$ cat config.mk
export PLATFORM = sky130hd
export DESIGN_NAME = gcti_div
export DESIGN_NICKNAME = d
export VERILOG_FILES = /design/src/design/gcti_pkg.sv /design/src/design/gcti_div.sv
export SDC_FILE = /design/constraint.sdc
export NUM_CORES = 1
export LEC_CHECK = 0
export BUFFER_PORTS_ARGS = -buffer_cell sky130_fd_sc_hd__buf_2
export CAP_MARGIN = 30
export CORE_MARGIN = 2
export CORE_UTILIZATION = 43
export CTS_CLUSTER_DIAMETER = 100
export DETAILED_ROUTE_END_ITERATION = 10
export PLACE_DENSITY = 0.66
export SETUP_SLACK_MARGIN = 0.05
export SLEW_MARGIN = 20
export SYNTH_ARGS = -nofsm -noshare
export SYNTH_HDL_FRONTEND = slang
export SYNTH_SLANG_ARGS = --single-unit
$ cat constraint.sdc
create_clock -name clk_i -period 7.9 [get_ports clk_i]
set_clock_uncertainty 0.05 [all_clocks]
set_input_delay 1.58 -clock clk_i [delete_from_list [all_inputs] [get_ports clk_i]]
set_output_delay 1.58 -clock clk_i [all_outputs]
set_load 0.1 [all_outputs]
$ cat src/design/gcti_pkg.sv
// Shared constants and codes of the gain curve table interpolator.
// Depends on nothing; used by the divider and the top level.
package gcti_pkg;

  localparam int unsigned TableDepth = 4096;
  localparam int unsigned AddrW      = $clog2(TableDepth);
  localparam int unsigned CntW       = $clog2(TableDepth + 1);
  localparam int unsigned DataW      = 32;
  localparam int unsigned WideW      = 64;

  localparam logic [WideW-1:0] SlopeCap = 64'h4000_0000_0000_0000;
  localparam logic [WideW-1:0] WideMax  = 64'h7FFF_FFFF_FFFF_FFFF;

  typedef enum logic [1:0] {
    CmdClear  = 2'd0,
    CmdAppend = 2'd1,
    CmdLinear = 2'd2,
    CmdCubic  = 2'd3
  } cmd_e;

  typedef enum logic [1:0] {
    StatOk    = 2'd0,
    StatFull  = 2'd1,
    StatOrder = 2'd2
  } status_e;

endpackage

$ cat src/design/gcti_div.sv
// Bit-serial restoring divider, one quotient bit a cycle, rounded half up.
// Depends on gcti_pkg for the operand width.
module gcti_div (
  input  logic                       clk_i,
  input  logic                       rst_ni,
  input  logic                       start_i,
  input  logic [gcti_pkg::WideW-1:0] num_i,
  input  logic [gcti_pkg::WideW-1:0] den_i,
  output logic                       done_o,
  output logic [gcti_pkg::WideW-1:0] quot_o
);

  localparam int unsigned W     = gcti_pkg::WideW;
  localparam int unsigned StepW = $clog2(W);

  logic             run_q, fin_q;
  logic [StepW-1:0] step_q;
  logic [W:0]       rem_q;
  logic [W-1:0]     quo_q, den_q;
  logic [W:0]       rem_sh, rem_sub;
  logic             fits;
  logic             round_up;

  assign rem_sh   = {rem_q[W-1:0], quo_q[W-1]};
  assign fits     = rem_sh >= {1'b0, den_q};
  assign rem_sub  = rem_sh - {1'b0, den_q};
  assign round_up = rem_q[W-1:0] >= (den_q - rem_q[W-1:0]);

  always_ff @(posedge clk_i or negedge rst_ni) begin
    if (!rst_ni) begin
      run_q  <= 1'b0;
      fin_q  <= 1'b0;
      done_o <= 1'b0;
      step_q <= '0;
    end else begin
      done_o <= 1'b0;
      if (start_i) begin
        run_q  <= 1'b1;
        fin_q  <= 1'b0;
        step_q <= '0;
        rem_q  <= '0;
        quo_q  <= num_i;
        den_q  <= den_i;
      end else if (run_q) begin
        rem_q  <= fits ? rem_sub : rem_sh;
        quo_q  <= {quo_q[W-2:0], fits};
        step_q <= step_q + 1'b1;
        if (step_q == StepW'(W - 1)) begin
          run_q <= 1'b0;
          fin_q <= 1'b1;
        end
      end else if (fin_q) begin
        quot_o <= quo_q + W'(round_up);
        done_o <= 1'b1;
        fin_q  <= 1'b0;
      end
    end
  end

endmodule

# Word level (Yosys, flattened, before mapping)

Index checks and enable logic that the tools add are counted.
Widths: inputs -> output; s select.

Register bits after elaboration: 266
Input port bits: 131

Add/subtract/negate cells: 4
Magnitude comparators: 2
Equal/unequal tests: 2
Muxes and demuxes: 15
Bitwise operators: 2
Reductions and logical operators: 4

Operator list:

| cell                | count |
|---|---|
| $mux 65             | 2 |
| $mux 64             | 2 |
| $ge 65x64->1        | 1 |
| $sub 65x64->65      | 1 |
| $add 64x1->64       | 1 |
| $ge 64x64->1        | 1 |
| $sub 64x64->64      | 1 |
| $mux 6              | 2 |
| $mux 1              | 9 |
| $add 6x1->6 const B | 1 |
| $eq 6x6->1 const B  | 1 |
| $reduce_and 2->1    | 2 |
| $reduce_and 4->1    | 1 |
| $ne 3x2->1 const B  | 1 |
| $not 1->1           | 2 |
| $reduce_bool 2->1   | 1 |

# Logic depth before layout (Yosys ltp)

Gate-level depths: netlist of run 1.

Depth in word-level cells: 4
Gate-level depth with buffers: 35
Depth with buffers taken out: 34

# Least setup slack after synthesis of run 1

OpenSTA, ideal clock, no wires.

Path type: register -> register
From: reg rem_q[32]
To: reg quot_o[59] (netlist name) (data pin)
Arrival time: 6,054 ps
Data required time: 7,592 ps
Setup slack: 1,538 ps
Stages on the path, launching flop included: 32
Path buffers: 2
Period minus slack after synthesis: 6,362 ps
Cells stage by stage: edfxtp_1 > inv_1 > ha_1 > buf_2 > a21o_1 > a21o_1 > a21o_1 > a211oi_1 > o21ai_0 > or3_1 > a21o_1 > and3_1 > o41ai_1 > xor2_1 > ha_1 > and4_1 > nand3_1 > or3_1 > nor4_1 > o21ai_0 > nand2_1 > a31o_1 > ha_1 > and3_1 > and2_1 > nand2b_1 > buf_2 > nor4_2 > and2_1 > nand2b_1 > nor3_2 > xnor2_1

Word-level cells in the longest chain between the ends: 3

RTL lines:

| element                  | line           | source |
|---|---|---|
| start: declaration       | gcti_div.sv:18 | `logic [W:0] rem_q;` |
| start signal: assignment | gcti_div.sv:45 | `rem_q <= fits ? rem_sub : rem_sh;` |
| $sub 64x64->64           | gcti_div.sv:27 | `assign round_up = rem_q[W-1:0] >= (den_q - rem_q[W-1:0]);` |
| $ge 64x64->1 *           | gcti_div.sv:27 |  |
| $add 64x1->64 *          | gcti_div.sv:53 | `quot_o <= quo_q + W'(round_up);` |
| end signal: assignment   | gcti_div.sv:53 |  |
| end: declaration         | gcti_div.sv:10 | `output logic [gcti_pkg::WideW-1:0] quot_o` |

Every way passes the cells marked *; elsewhere a longest branch is shown, timed or not.
A chain may end at the register's enable or synchronous reset.

# Final worst setup path of run 1

From: reg rem_q[7]
To: reg quot_o[62] (netlist name) (data pin)

The elaborated chain is that of the path after synthesis.

==> results.yml, run 1 <==
hold_path:
  hold_path.class: "reg2reg"
  hold_path_end: "done_o$_DFF_PN0_"
  holdPathStages: 2
  hp-start: "fin_q$_DFFE_PN0P_"
setup_path:
  crit_arrival_ps: 7660
  r2r_slack_ps: 480
  crit_fanout: 6
  r2r-end: "quot_o[62]$_DFFE_PP_"
  crit_path_frequent_cell: "nand2_1"
  crit_type: "reg2reg"
  worst_path_max_delay_cell: "o31ai_1"
  critical_path_required_ps: 8150
  r2r_cells: 30
  startpoint_type: "flop"
  r2r-start: "rem_q[7]$_SDFFCE_PP0P_"
  slowest_delay_ps: 590
  crit_path_end_kind: "flop"
placed_design:
  place_inst: 2934
  hpwl_um: 43400
  io_buffers: 195
  place.gp.congestion: 0.939
final_layout:
  finalNetCount: 2684
  synthToLayoutAreaGrowth_pct: 12.7
  multi_input_area_um2: 11800
  drive_gt1_frac: 0.150
  finalNonFillerCells: 2997
  regArea_um2: 7920
  nFillCells: 4483
die:
  core_area_um2: 47600
  fp.dieH_um: 223
  initial_utilization: 0.434
  ios: 196
  num_rows: 80
  die_x_um: 223
  die_area_um2: 49900
synth:
  yosys.cell_types.count: 85
  synth_edf_count: 256
  syn_area_um2: 20700
  ys.warnings.count: 0
  synthFlopType: "edfxtp_1"
  synthCells: 2191
  synth_seq_cells: 265
  synth.net_count: 2519
  synth.avg_cell_area_um2: 9.44
  synthArstFlopShare: 0.0340
  seq_area_frac_synth: 0.383
clocking:
  clockBufferDepth: 3
  cts_root_buffer: "clkbuf_16"
  clk_latency_ps: 550
  clock_sinks: 265
  cts_tree: "done"
  htreeDepth: 2
  cts_setup_buffers: 0
  clkSlewWorstSetupHoldPaths_ps: 60
  cts_buffers: 34
run:
  cap_violations: 0
sta:
  fin_crit_ps: 7420
  rsz0062_at_grt: "no"
  finalCritPeriodShare: 0.939
  final_max_slew_viol_count: 0
  fmax_mhz: 135
  tns_ps: 0
  relSlewSlack: 0.417
  hold_violations: 0
  finalSetupViolations: 0
  worst_pin_slew_ps: 874
global_route:
  grt_pass1_vias: 16994
  antenna_found_initial: 1
  grt_max_degree: 85
  grt_pass1_wl_um: 90000
  grt_overflow: 0
  grtUsageTotal: 0.223
status:
  status: "finished clean"
power_and_ir_drop:
  power_mw: 5.63
  power_switching_mw: 2.13
  p_int_mw: 3.50
  p_sw_frac: 0.379
  cellLeakagePower_nw: 9.75
  pwr-share-seq: 0.326
  ir_drop_uv: 177
  pwr_density_cell_nw_per_um2: 242
  combPwrFrac: 0.412
  p_clk_frac: 0.262
detailed_routing:
  final_antenna_net_count: 0
  post_drt_wl_per_cell_um: 19.0
  dr.first_iter.drc_count: 1431
  vias: 17414
  viasPerCell: 5.81
  drc: 0
  dr.pass1.iters: 6
  drt_wl_total_um: 57000
stage by stage:
stage | cell area, um^2 | hold WS [ps] | setup WS [ps] | utilization
after floorplan | 20700 | 438 | 1540 | -
after global placement | 22200 | 471 | 549 | 0.466
after detailed placement | 22200 | 475 | 302 | 0.466
after CTS | 23300 | 484 | 276 | 0.488
after global routing | 23300 | 538 | 80.0 | 0.489
final | 23300 | 483 | 482 | 0.489
cells by family (layout without fill, tap and decap cells):
logic type | after synthesis | count (layout) | share of synthesized area
XOR/XNOR | 181 | 181 | 0.0766
flip-flops | 265 | 265 | 0.383
AND/OR/NAND/NOR | 608 | 608 | 0.140
multiplexers | 77 | 77 | 0.0410
buffers and inverters | 258 | 447 | 0.0490
AO/OA/AOI/OAI | 605 | 605 | 0.191
adder cells (fa/ha/maj) | 197 | 197 | 0.120
other | 0 | 2 | 0
power groups by stage:
stage	Sequential (mW)	Clock, mW	Combinational (mW)
6_report	1.84	1.48	2.32
4_1_cts	1.84	1.52	2.29
2_1_floorplan	1.81	0	1.74
3_5_place_dp	1.86	0	2.27
3_3_place_gp	1.86	0	2.23
5_1_grt	1.85	1.57	2.58
critical path, delay by kind of cell, from the launching register on:
family	cells	cell delay, ps
and+or+nand+nor	12	2080
xor gates and xnor gates	2	240
AOI/OAI and AO/OA	8	2520
DFF	1	430
adders and majority gates	4	1210
buffers and inverters	4	650
cells in the mapped netlist (all sizes together) (48+ instances only):
cell      n  share of area
inv     174          0.032
xnor2   122          0.052
xor2     59          0.025
nor2    181          0.033
mux2     62          0.034
o21ai   111          0.027
edfxtp  256           0.37
nand2   173          0.031
ha      195           0.12
nand4    55          0.017
nand3    48          0.012
a21o     73          0.026
a21oi   199          0.048
clkbuf   63          0.011
area by class of cell:
| class | instances | share of cell area |
|---|---|---|
| timing repair buffer | 213 | 0.0484 |
| tap | 615 | 0.0330 |
| clock inverter | 24 | 0.00698 |
| antenna | 2 | 0.000215 |
| multi-input combinational | 1668 | 0.506 |
| sequential | 265 | 0.340 |
| inverter | 174 | 0.0281 |
| clock buffer | 36 | 0.0377 |
cells in the final DEF, fill, tap and decap left out, types with 20 or more instances in the layout:
| master | synthesis | final |
|---|---|---|
| a21oi_1 | 198 | 198 |
| clkbuf_16 | 0 | 35 |
| o21ai_1 | 33 | 33 |
| nor2b_1 | 21 | 20 |
| a211oi_1 | 46 | 45 |
| mux2_2 | 61 | 61 |
| nor3_1 | 22 | 22 |
| o21ai_0 | 77 | 77 |
| xor2_1 | 59 | 59 |
| ha_1 | 195 | 194 |
| o21bai_1 | 27 | 27 |
| nand2_1 | 173 | 173 |
| nand4_1 | 55 | 55 |
| buf_2 | 13 | 193 |
| nor2_1 | 181 | 181 |
| xnor2_1 | 122 | 122 |
| nand3_1 | 48 | 48 |
| edfxtp_1 | 256 | 256 |
| nand2b_1 | 22 | 22 |
| a21o_1 | 73 | 73 |
| inv_1 | 173 | 173 |
flip-flops by register name, summed over array words and instances, names as in the netlist:
| signal | count |
|---|---|
| rem_q | 64 |
| den_q | 64 |
| quo_q | 64 |
| step_q | 6 |
| run_q | 1 |
| quot_o | 64 |
| done_o | 1 |
| fin_q | 1 |
worst max path at each step:
| stage | startpoint | endpoint | slack [ps] | depth (start not counted) |
|---|---|---|---|---|
| floorplan | rem_q[32]$_SDFFCE_PP0P_ | quot_o[59]$_DFFE_PP_ | 1540 | 31 |
| global placement | rem_q[1]$_SDFFCE_PP0P_ | quot_o[60]$_DFFE_PP_ | 550 | 29 |
| detailed placement | rem_q[7]$_SDFFCE_PP0P_ | quot_o[62]$_DFFE_PP_ | 300 | 30 |
| CTS | rem_q[7]$_SDFFCE_PP0P_ | quot_o[62]$_DFFE_PP_ | 280 | 30 |
| global route | rem_q[6]$_SDFFCE_PP0P_ | quot_o[62]$_DFFE_PP_ | 80 | 31 |
| finish | rem_q[7]$_SDFFCE_PP0P_ | quot_o[62]$_DFFE_PP_ | 480 | 30 |
routing by layer:
metal / track usage / share of wire / vias to the layer above / wire [um]
li1: - / - / 8381 / -
met5: 0 / 0 / - / 0
met2: 0.383 / 0.47 / 613 / 27000
met1: 0.292 / 0.44 / 8321 / 24900
met3: 0.0279 / 0.060 / 99 / 3430
met4: 0.0751 / 0.030 / 0 / 1710
what timing repair did:
item                                    in CTS  in global routing
hold buffers                                 0                  0
endpoints found under the setup margin       0                 24
hold endpoints to repair                     0                  0
resized for setup                            0                  5
Power figures use the tool's default switching activity.
==> inputs of run 2 (changes only) <==
Settings changed: CELL_PAD_IN_SITES_DETAIL_PLACEMENT set to 0, CELL_PAD_IN_SITES_GLOBAL_PLACEMENT set to 1, CORE_UTILIZATION 43 to 40, CTS_CLUSTER_SIZE set to 16, PLACE_DENSITY 0.66 to 0.76.
==> run 2 against run 1 <==
Against the previous run: first-iteration DRC count decreased by 21%; final area fell by 0.85%; hold slack got worse by 8.4 ps; fmax rose by 1.3%; via count is 2.3% lower; global-route usage decreased by 1.4 points; critical path type unchanged; critical endpoint is now quot_o[60]$_DFFE_PP_; largest power group unchanged; highest routed layer unchanged.
==> results.yml, run 2 (synthesized netlist as in run 1, its figures left out) <==
status:
  status: "finished clean"
die:
  ios: 196
  core_area_um2: 51200
  die_x_um: 231
  die_area_um2: 53500
  fp.dieH_um: 231
  initial_utilization: 0.404
  num_rows: 83
detailed_routing:
  drt_wl_total_um: 57400
  vias: 17017
  wl_met1_um: 25800
  viasPerCell: 5.61
  wl_met2_um: 27200
  highest_layer: "met4"
  dr.pass1.iters: 5
  drc: 0
  post_drt_wl_per_cell_um: 18.9
  final_antenna_net_count: 0
  dr.first_iter.drc_count: 1127
  routed-wl-met3_um: 3090
sta:
  hold_violations: 0
  relSlewSlack: 0.457
  worst_pin_slew_ps: 814
  finalCritPeriodShare: 0.927
  tns_ps: 0
  fmax_mhz: 137
  fin_crit_ps: 7320
  final_max_slew_viol_count: 0
  rsz0062_at_grt: "no"
  finalSetupViolations: 0
setup_path:
  crit_end: "quot_o[60]$_DFFE_PP_"
  startpoint_type: "flop"
  worst_path_max_delay_cell: "or3_1"
  crit_arrival_ps: 7550
  r2r-end: "quot_o[60]$_DFFE_PP_"
  r2r_cells: 31
  crit_path_start: "rem_q[6]$_SDFFCE_PP0P_"
  crit_type: "reg2reg"
  slowest_delay_ps: 440
  crit_fanout: 6
  r2r-start: "rem_q[6]$_SDFFCE_PP0P_"
  crit_path_end_kind: "flop"
  critical_path_required_ps: 8130
  r2r_slack_ps: 580
power_and_ir_drop:
  pwr_density_cell_nw_per_um2: 228
  cellLeakagePower_nw: 9.62
  ir_drop_uv: 211
  power_mw: 5.26
run:
  cap_violations: 0
placed_design:
  placed_area_um2: 22300
  io_buffers: 195
  place.gp.congestion: 0.933
  hpwl_um: 43900
global_route:
  grt_max_degree: 94
  grt_pass1_vias: 16710
  grtUsageTotal: 0.210
  grt_overflow: 0
  grt_pass1_wl_um: 90800
  antenna_found_initial: 0
final_layout:
  finalNetCount: 2675
  regArea_um2: 7920
  diodes: 0
  layout_common_cells: "edfxtp_1, a21oi_1, ha_1"
  final_area_um2: 23100
  final_common_cell: "edfxtp_1"
  nFillCells: 4966
  synthToLayoutAreaGrowth_pct: 11.8
  multi_input_area_um2: 11800
  drive_gt1_frac: 0.146
clocking:
  clock_sinks: 265
  clockBufferDepth: 3
  clkSlewWorstSetupHoldPaths_ps: 80
  cts_buffers: 21
  cts_tree: "done"
  clk_latency_ps: 560
  htreeDepth: 1
  cts_root_buffer: "clkbuf_16"
hold_path:
  hold_path.class: "reg2reg"
## run 2: cell count changes in the layout (fill, tap and decap cells not counted), sizes merged
cell      change
clkbuf       -11
clkinvlp      -3
diode         -2
inv           -1
clkinv       -15
bufinv        +1
buf           +4
## run 2: timing repair
item                                    in CTS  in global routing
hold endpoints to repair                     0                  0
resized for setup                            0                 13
hold buffers                                 0                  0
endpoints found under the setup margin       0                 36
buffers inserted                             0                  2
## run 2: metal layers
metal  vias to the layer above  GRT usage
li1                       8336          -
met1                      8113      0.284
met2                       504      0.358
met3                        64     0.0239
met4                         0     0.0488
met5                         -          0
## run 2: how the worst min path moves through the flow
| stage | start | end | slack (ps) | cells past startpoint |
|---|---|---|---|---|
| after floorplan | fin_q$_DFFE_PN0P_ | done_o$_DFF_PN0_ | 440 | 2 |
| final | fin_q$_DFFE_PN0P_ | done_o$_DFF_PN0_ | 470 | 2 |
| after global routing | fin_q$_DFFE_PN0P_ | done_o$_DFF_PN0_ | 510 | 2 |
| after CTS | fin_q$_DFFE_PN0P_ | done_o$_DFF_PN0_ | 480 | 2 |
| after detailed placement | fin_q$_DFFE_PN0P_ | done_o$_DFF_PN0_ | 460 | 2 |
| after global placement | fin_q$_DFFE_PN0P_ | done_o$_DFF_PN0_ | 460 | 2 |
## run 2: worst max-delay path: cells and delay by family (launching register included)
family | cells | cell delay (ps)
and+or+nand+nor | 13 | 2970
AOI/OAI and AO/OA | 9 | 1910
adders and majority gates | 4 | 1070
buffers and inverters | 3 | 400
DFF | 1 | 380
xor gates and xnor gates | 2 | 250
## run 2: final cells by class
| class | instances | area share |
|---|---|---|
| timing repair buffer | 217 | 0.0527 |
| sequential | 265 | 0.342 |
| tap | 680 | 0.0368 |
| inverter | 174 | 0.0284 |
| clock inverter | 6 | 0.00379 |
| multi-input combinational | 1668 | 0.512 |
| clock buffer | 25 | 0.0238 |
## run 2: where the power goes
part / leakage [nW] / internal (mW) / switching (mW) / total (mW)
clock network: 0.314 / 0.561 / 0.523 / 1.08
logic: 6.73 / 0.978 / 1.37 / 2.35
registers: 2.57 / 1.69 / 0.138 / 1.83
## run 2: stage by stage
| stage | util | std cells | hold WS [ps] | setup slack (ps) |
|---|---|---|---|---|
| floorplan | - | 2191 | 438 | 1540 |
| global placement | 0.435 | 2998 | 455 | 374 |
| detailed placement | 0.435 | 2998 | 464 | 281 |
| CTS | 0.448 | 3029 | 475 | 202 |
| global route | 0.452 | 3035 | 507 | 65.4 |
| finish | 0.452 | 3035 | 474 | 578 |
==> inputs of run 3 (changes only) <==
--- a/config.mk
+++ b/config.mk
@@ -12,3 +12,4 @@
 export CORE_MARGIN = 2
-export CORE_UTILIZATION = 40
+export CORE_UTILIZATION = 47
+export CTS_BUF_LIST = sky130_fd_sc_hd__clkbuf_16
 export CTS_CLUSTER_DIAMETER = 100
@@ -16,3 +17,3 @@
 export DETAILED_ROUTE_END_ITERATION = 10
-export PLACE_DENSITY = 0.76
+export PLACE_DENSITY = 0.86
 export SETUP_SLACK_MARGIN = 0.05
==> constraint.sdc (replaced) <==
create_clock -name clk_i -period 7.9 [get_ports clk_i]
set_clock_uncertainty 0.05 [all_clocks]
set_input_delay 0.395 -clock clk_i [delete_from_list [all_inputs] [get_ports clk_i]]
set_output_delay 0.395 -clock clk_i [all_outputs]
set_load 0.1 [all_outputs]
==> run 3 against run 2 <==
Against the previous run: register-to-register slack worse by 120 ps; final area is 1.6% higher; worst setup slack worse by 120 ps; die area is 15% lower; combinational power hardly changed; first-iteration DRC count is 18% higher.
==> results.yml, run 3 (synthesized netlist as in run 1, its figures left out) <==
sta:
  final_max_slew_viol_count: 0
  fin_crit_ps: 7440
  tns_ps: 0
  relSlewSlack: 0.436
  finalSetupViolations: 0
  finalCritPeriodShare: 0.941
  fmax_mhz: 134
  rsz0062_at_grt: "no"
  hold_violations: 0
  worst_pin_slew_ps: 843
final_layout:
  postLayoutCoreUtil: 0.543
  layout_common_cells: "edfxtp_1, a21oi_1, ha_1, buf_2, inv_1"
  nFillCells: 3905
  synthToLayoutAreaGrowth_pct: 13.5
  finalNetCount: 2738
  regArea_um2: 7920
  multi_input_area_um2: 11800
  final_common_cell: "edfxtp_1"
  diodes: 0
  drive_gt1_frac: 0.138
global_route:
  grt-busiest-layer: "met2"
  gr-usage-met3: 0.0289
  grt_max_degree: 68
  met2_usage: 0.419
  grt_overflow: 0
  grtUsageTotal: 0.244
  grt_util_met1: 0.323
  grt_pass1_wl_um: 89100
  antenna_found_initial: 1
  grt_pass1_vias: 16971
status:
  status: "finished clean"
power_and_ir_drop:
  ir_drop_uv: 155
  power_mw: 5.18
  pwr_density_cell_nw_per_um2: 220
  cellLeakagePower_nw: 9.86
die:
  ios: 196
  initial_utilization: 0.478
  core_area_um2: 43300
  fp.dieH_um: 214
  num_rows: 76
  die_x_um: 214
  die_area_um2: 45700
detailed_routing:
  drt_wl_total_um: 56400
  post_drt_wl_per_cell_um: 18.8
  viasPerCell: 5.80
  dr.first_iter.drc_count: 1325
  vias: 17442
  drc: 0
  final_antenna_net_count: 0
  dr.pass1.iters: 5
setup_path:
  crit_path_end_kind: "flop"
  crit_path_frequent_cell: "buf_4"
  r2r_slack_ps: 460
  crit_fanout: 6
  crit_type: "reg2reg"
  startpoint_type: "flop"
  crit_path_start: "rem_q[1]$_SDFFCE_PP0P_"
  critical_path_required_ps: 8140
  crit_arrival_ps: 7680
  r2r-start: "rem_q[1]$_SDFFCE_PP0P_"
  slowest_delay_ps: 460
  worst_path_max_delay_cell: "edfxtp_1"
clocking:
  cts_buffers: 20
  cts_tree: "done"
  clk_latency_ps: 560
  htreeDepth: 1
  cts_root_buffer: "clkbuf_16"
  clockBufferDepth: 3
  clkSlewWorstSetupHoldPaths_ps: 80
  clock_sinks: 265
run:
  cap_violations: 0
placed_design:
  place.gp.congestion: 0.945
  hpwl_um: 43200
  io_buffers: 195
hold_path:
  hold_path.class: "in2reg"
  hp-start: "num_i[3]"
==> run 3: changes by cell type in the layout (fill, tap and decap cells not counted), sizes merged, moves of 2 or more <==
cell         delta
dlygate4sd3    +65
inv            +13
clkbuf          -5
bufinv          -2
clkinv          -2
==> run 3: layout make-up <==
| cell class | count | area share |
|---|---|---|
| clock buffers | 20 | 0.0213 |
| clock inverters | 16 | 0.00325 |
| inverters | 174 | 0.0279 |
| multi-input cells | 1668 | 0.502 |
| flip-flops and latches | 265 | 0.337 |
| well taps | 585 | 0.0312 |
| repair buffers | 281 | 0.0770 |
==> run 3: layer usage <==
layer,vias up,share of wire
li1,8473,-
met3,100,0.053
met5,-,0.00023
met4,2,0.031
met2,557,0.47
met1,8310,0.45
==> run 3: critical path: cells and delay by family (launching register included) <==
kind,cells,cell delay (ps)
buffers and inverters,5,790
DFF,1,460
xor gates and xnor gates,2,240
adders and majority gates,4,1030
and+or+nand+nor,14,2910
AOI/OAI and AO/OA,8,1700
==> run 3: through the flow <==
stage,area (um^2),cells,setup slack (ps),hold WS (ps)
after global routing,23500,3009,15.7,97.8
after CTS,23400,3006,233,76.4
after floorplan,20700,2191,1540,49.4
final,23500,3009,463,103
after global placement,22200,2905,457,281
after detailed placement,22200,2905,306,283
==> run 3: report_power, final <==
part | switching, mW | total [mW] | internal, mW | leakage (nW)
clock | 0.523 | 0.986 | 0.464 | 0.328
sequential | 0.139 | 1.83 | 1.69 | 2.57
combinational | 1.37 | 2.36 | 0.988 | 6.95
==> run 3: repair_timing <==
item / in CTS / in global routing
hold buffers: 65 / 0
endpoints found under the setup margin: 0 / 29
hold endpoints to repair: 73 / 0
gates resized for setup: 0 / 7
buffers inserted: 0 / 2
==> run 3: final timing paths <==
path	to	cells after the start
worst max-delay path	quot_o[62]$_DFFE_PP_	33
worst min-delay path	quo_q[3]$_DFFE_PP_	2
worst max register to register	quot_o[62]$_DFFE_PP_	33
worst min register to register	done_o$_DFF_PN0_	2
max in group asynchronous	run_q$_DFF_PN0_	2
min in group asynchronous	step_q[1]$_DFFE_PN0N_	2
